`config.mk`:
```
export PLATFORM = sky130hd
export DESIGN_NAME = volume_adjust_frame_parser
export DESIGN_NICKNAME = d
export VERILOG_FILES = /design/src/hdl/vaf_pkg.sv /design/src/hdl/vaf_parse_step.sv /design/src/hdl/volume_adjust_frame_parser.sv
export SDC_FILE = /design/constraint.sdc
export NUM_CORES = 1
export LEC_CHECK = 0
export BUFFER_PORTS_ARGS = -buffer_cell sky130_fd_sc_hd__buf_2
export CAP_MARGIN = 20
export CORE_MARGIN = 2
export CORE_UTILIZATION = 59
export DETAILED_ROUTE_END_ITERATION = 8
export PLACE_DENSITY = 0.8
export SLEW_MARGIN = 5
export SYNTH_ARGS = -nofsm -noshare
export SYNTH_HDL_FRONTEND = slang
export SYNTH_HIERARCHICAL = 1
export SYNTH_SLANG_ARGS = --single-unit
```
`constraint.sdc`:
```
create_clock -name i_clk -period 2 [get_ports i_clk]
set_input_delay 0.4 -clock i_clk [delete_from_list [all_inputs] [get_ports i_clk]]
set_output_delay 0.4 -clock i_clk [all_outputs]
set_load 0.01 [all_outputs]
```
`src/hdl/vaf_pkg.sv`:
```
// ---------------------------------------------------------------------------
// vaf_pkg
// Types and constants of the volume adjust frame parser.
// ---------------------------------------------------------------------------
package vaf_pkg;

    typedef struct packed {
        logic [7:0] data_byte;
        logic       last_byte;
    } t_in;

    typedef struct packed {
        logic signed [15:0] adjustment;
        logic               found;
        logic               bad_frame;
    } t_out;

    typedef enum logic [2:0] {
        PH_IDENT,
        PH_CHAN,
        PH_ADJ_HI,
        PH_ADJ_LO,
        PH_PEAKCNT,
        PH_PEAKSKIP
    } t_phase;

    typedef struct packed {
        t_phase      phase;
        logic [7:0]  pending_high;
        logic [7:0]  pending_low;
        logic [5:0]  skip_cnt;
        logic        cand_match;
        logic [15:0] result_adj;
        logic        match_done;
    } t_parse_state;

    localparam logic [7:0]   REQ_CHAN_RST = 8'd1;
    localparam t_parse_state STATE_RST    = '{
        phase:        PH_IDENT,
        pending_high: 8'd0,
        pending_low:  8'd0,
        skip_cnt:     6'd0,
        cand_match:   1'b0,
        result_adj:   16'd0,
        match_done:   1'b0
    };

endpackage

```
`src/hdl/vaf_parse_step.sv`:
```
// ---------------------------------------------------------------------------
// vaf_parse_step
// Per-byte parse step: next parse state and the frame result.
// ---------------------------------------------------------------------------
module vaf_parse_step
    import vaf_pkg::*;
(
    input  t_parse_state i_state,
    input  t_in          i_in,
    input  logic [7:0]   i_req_chan,
    output t_parse_state o_next,
    output t_out         o_result
);

    t_parse_state upd;
    t_phase       n_phase;
    logic [8:0]   peak_sum;
    logic [5:0]   peak_bytes;
    logic [5:0]   skip_dec;

    assign peak_sum   = {1'b0, i_in.data_byte} + 9'd7;
    assign peak_bytes = peak_sum[8:3];
    assign skip_dec   = i_state.skip_cnt - 6'd1;

    // next phase
    always_comb begin
        n_phase = i_state.phase;
        if (!i_state.match_done) begin
            case (i_state.phase)
                PH_IDENT: begin
                    if (i_in.data_byte == 8'd0) n_phase = PH_CHAN;
                end
                PH_ADJ_HI:  n_phase = PH_ADJ_LO;
                PH_ADJ_LO:  n_phase = PH_PEAKCNT;
                PH_PEAKCNT: begin
                    if (!i_state.cand_match) begin
                        n_phase = (peak_bytes == 6'd0) ? PH_CHAN : PH_PEAKSKIP;
                    end
                end
                PH_PEAKSKIP: begin
                    if (skip_dec == 6'd0) n_phase = PH_CHAN;
                end
                default: n_phase = PH_ADJ_HI;
            endcase
        end
    end

    // datapath fields
    always_comb begin
        upd       = i_state;
        upd.phase = n_phase;
        if (!i_state.match_done) begin
            case (i_state.phase)
                PH_ADJ_HI: upd.pending_high = i_in.data_byte;
                PH_ADJ_LO: upd.pending_low  = i_in.data_byte;
                PH_PEAKCNT: begin
                    if (i_state.cand_match) begin
                        upd.result_adj = {i_state.pending_high, i_state.pending_low};
                        upd.match_done = 1'b1;
                    end else begin
                        upd.skip_cnt = peak_bytes;
                    end
                end
                PH_PEAKSKIP: upd.skip_cnt = skip_dec;
                PH_IDENT:    ;
                default:     upd.cand_match = (i_in.data_byte == i_req_chan);
            endcase
        end
    end

    always_comb begin
        o_result.adjustment = upd.match_done ? signed'(upd.result_adj) : 16'sd0;
        o_result.found      = upd.match_done;
        o_result.bad_frame  = (upd.phase == PH_IDENT) && !upd.match_done;
        o_next              = i_in.last_byte ? STATE_RST : upd;
    end

endmodule

```
`src/hdl/volume_adjust_frame_parser.sv`:
```
// ---------------------------------------------------------------------------
// volume_adjust_frame_parser
// Relative volume adjust frame body parser, one byte per transfer.
// ---------------------------------------------------------------------------
// Takes one frame body byte per cycle; the parse state advances in the same
// cycle the byte is taken. The byte marked last yields one result, registered
// in the output register, and the next byte starts a new frame. The
// input stalls only while a result is held by a stalled output.
module volume_adjust_frame_parser
    import vaf_pkg::*;
(
    input  logic       i_clk,
    input  logic       i_rst_n,
    input  logic       i_in_valid,
    output logic       o_in_stall,
    input  t_in        i_in_data,
    output logic       o_out_valid,
    input  logic       i_out_stall,
    output t_out       o_out_data,
    input  logic       i_cfg_wr_en,
    input  logic [7:0] i_cfg_wr_data
);

    t_parse_state r_state;
    t_parse_state n_state;
    t_out         n_result;
    t_out         r_out_data;
    logic         r_out_valid;
    logic [7:0]   r_req_chan;
    logic         in_xfer;

    assign o_in_stall  = r_out_valid && i_out_stall;
    assign in_xfer     = i_in_valid && !o_in_stall;
    assign o_out_valid = r_out_valid;
    assign o_out_data  = r_out_data;

    vaf_parse_step u_step (
        .i_state    (r_state),
        .i_in       (i_in_data),
        .i_req_chan (r_req_chan),
        .o_next     (n_state),
        .o_result   (n_result)
    );

    always_ff @(posedge i_clk) begin
        if (!i_rst_n) begin
            r_state     <= STATE_RST;
            r_out_valid <= 1'b0;
            r_req_chan  <= REQ_CHAN_RST;
        end else begin
            if (i_cfg_wr_en) r_req_chan <= i_cfg_wr_data;
            if (in_xfer) r_state <= n_state;
            if (in_xfer && i_in_data.last_byte) begin
                r_out_valid <= 1'b1;
            end else if (!i_out_stall) begin
                r_out_valid <= 1'b0;
            end
        end
    end

    always_ff @(posedge i_clk) begin
        if (in_xfer && i_in_data.last_byte) r_out_data <= n_result;
    end

endmodule

```
==> reports/qor.txt <==
Final TNS setup - 0 ps
register area share after synthesis - 40.3%
total stage count of the critical path - 6
vias in the first global route - 3,109
Worst-Margin Slew - 449 ps
DRC - 0
Worst setup SP type - flip-flop
Critical-path top delay cell - or4_4
Setup Skew - 13.5 ps
Placer Congestion - 0.926
Core ar. - 0.00639 mm^2
Std-Cell Rows - 29
Max FO, Critical Path - 8
total track usage - 25.1%
CP Data Arrival Time - 2160 ps
status - completed
initial drt markers - 241
clk sink count - 70
crit path capture - r_state[42]$_SDFFE_PN0P_
synthesized cell area - 0.00393 mm^2
Die H - 85.6 um
worst skew pair latency - 360 ps
largest net degree at the start of global routing - 47
Critical Path, Cell by Cell - or4_4 -> or3_1 -> a31oi_1 -> o31a_2 -> nand2_1 -> mux2i_1
Hold Fails Final Rpt - 0
global-route wire length before repair - 14,500 um
total wire length - 8420 um
Layout area overhead - 12.1%
ant diodes - 0
nets@finish - 521
Main synth FF type - dfxtp_1
Final Setup Violations - 0
die area - 0.00733 mm^2
post-placement cell count - 563
WL/cell - 14.5 um
post-DP HPWL - 5790 um
Rel. slew slack - 69.9%
TritonRoute pass-1 iters - 5
global route overflow - 0
Post-Synth Simple-Gate Area - 23.5%
unrepaired setup endpoints after global routing - false
crit path launch - r_state[18]$_SDFFE_PN0P_
LEAKAGE - 0.00179 uW
Port Buffer Count - 41
Final Non-Filler Cells - 579
routed via count - 3,310
commonest non-fill, non-tap cell in the layout - nand2_1
CP top delay family - simple AND/OR/NAND/NOR gates
post-synthesis cell type count - 52
Clock Path Buffers - 2
Post-synth EDFFs - 18
fmax - 533 MHz
CTS Buf Count - 9
fraction of registers with async set/reset - 0%
Die Wd - 85.6 um
Post-Synth XOR/XNOR Area - 2.68%
reg2reg path depth - 6
syn nets - 484
Initial Utilization - 61.5%
root buffer cell - clkbuf_8
clk slew on worst S/H paths - 80 ps
syn avg cell area - 8.54 um^2
Slew Viols, Final - 0
fraction of synthesized area in multiplexers - 17.1%
CTS tree - built
commonest non-fill, non-tap cells in the layout - 127 x nand2_1, 67 x mux2i_1, 51 x dfxtp_1
max_cap viols - 0
R2R Setup Slk - 120 ps
Data required, critical path - 2280 ps
Crit path buffers/inverters - 0
routed vias/inst - 5.72
Tcrit/Tclk final - 93.8%
Hold Crit Class - input pin to flip-flop
crit path capture type - flip-flop
Crit Path Class - flip-flop to flip-flop
Yosys Warn Count - 6
min Tclk post-route - 1880 ps
share of cells above drive strength 1 - 17.1%
initial antenna violation count - 0
I/O Pins - 42
filler cell count - 512
Synth Area in Compound Gates - 9.05%
DRT antenna net count - 0
htree depth - 3
Worst VDD drop - 0.855 mV
PwrDens - 676 mW/mm^2
Post-CTS Repair Setup Buffers - 0
main combinational cell family by area after synthesis - simple AND/OR/NAND/NOR gates
Worst R2R Start - r_state[18]$_SDFFE_PN0P_
synthesized instance count - 460
Post-Synth Adder-Cell Area - 0.637%
reg2reg end - r_state[42]$_SDFFE_PN0P_
flops & latches, synth - 70
Worst path max stage delay - 550 ps
==> per-stage QoR <==
stage	utilization (%)	hold slack (ps)	cell area (um^2)	worst slack, ps	total power [uW]
floorplan	-	434	3930	225	1690
global placement	65.5	441	4180	167	1740
detailed placement	65.5	449	4180	125	1750
CTS	68.8	266	4400	94.4	2990
global route	68.9	287	4400	24.2	3090
finish	68.9	270	4400	123	2980
==> power breakdown <==
group | total [uW] | switching (uW) | leakage [uW] | internal [uW]
clock network | 1260 | 560 | 0.000107 | 703
logic | 235 | 140 | 0.00109 | 95.2
registers | 1480 | 10.3 | 0.000592 | 1470
total | 2980 | 710 | 0.00179 | 2270
==> logic make-up after synthesis <==
kind of cell,Yosys count
AO/OA/AOI/OAI,55
multiplexers,67
flip-flops,70
buffers and inverters,43
AND/OR/NAND/NOR,211
adder cells (fa/ha/maj),2
XOR/XNOR,12
==> cell type report <==
class                           count  area, um^2  share of cell area [%]
Clock buffer                       10         128                    2.90
Sequential cell                    70        1580                    35.9
Tap cell                           77        96.3                    2.19
Multi-Input combinational cell    347        2090                    47.5
Timing Repair Buffer               60         385                    8.75
Inverter                            9        33.8                   0.767
Clock inverter                      6        86.3                    1.96
==> cell usage after synthesis (2+ instances only) <==
cell type    n  share of area (%)
nand2_1    127                 12
mux2i_1     67                 17
dfxtp_1     52                 27
nor2_1      41                3.9
a21oi_1     22                2.8
edfxtp_1    18                 14
clkbuf_1    14                1.3
xnor2_1     11                2.5
nor2b_1     10                1.6
buf_2        9                1.1
inv_1        9               0.86
o21ai_0      8                1.0
a31oi_1      5               0.80
nand2b_1     5               0.80
nor3_1       5               0.64
buf_12       4                2.0
buf_4        4               0.76
nor4_1       4               0.64
nand4_1      3               0.48
a222oi_1     2               0.51
and2_1       2               0.32
and3_1       2               0.32
buf_6        2               0.57
ha_1         2               0.64
nand3b_1     2               0.38
o211ai_1     2               0.38
o21a_1       2               0.38
o21bai_1     2               0.38
==> state kept, by name, indices dropped and copies added, names as in the netlist <==
signal       flops
o_out_valid      1
o_out_data      18
r_req_chan       8
r_state         43
==> worst min-delay path, cell delays in order <==
cell     delay [ps]
buf_2            70
mux2i_1          50
nand2_1          60
==> timing repair <==
action,4_1_cts,5_1_grt
endpoints found under the hold margin,0,0
hold buffers,0,0
gates resized for setup,0,2
endpoints found under the setup margin,0,5
==> per-layer routing <==
metal	wire (um)	share of wire [%]	vias to the layer above	global-route usage, %
met5	0	0	-	0
met4	178	2.1	0	10.2
met3	478	5.7	16	3.56
met2	4070	48	118	43.0
met1	3690	44	1534	31.8
li1	-	-	1642	-
==> worst min path at each step <==
| stage | start | cells after the start | endpoint | slack [ps] |
|---|---|---|---|---|
| after global routing | i_cfg_wr_data[0] | 3 | r_req_chan[0]$_SDFFE_PN1P_ | 290 |
| after global placement | r_state[10]$_SDFFE_PN0P_ | 2 | r_state[10]$_SDFFE_PN0P_ | 440 |
| after detailed placement | r_state[6]$_SDFFE_PN0P_ | 2 | r_state[6]$_SDFFE_PN0P_ | 450 |
| after CTS | i_cfg_wr_data[0] | 3 | r_req_chan[0]$_SDFFE_PN1P_ | 270 |
| after floorplan | r_state[40]$_SDFFE_PN0P_ | 2 | r_state[40]$_SDFFE_PN0P_ | 430 |
| final | i_cfg_wr_data[0] | 3 | r_req_chan[0]$_SDFFE_PN1P_ | 270 |
No activity file was read; power rests on OpenSTA's default activity.
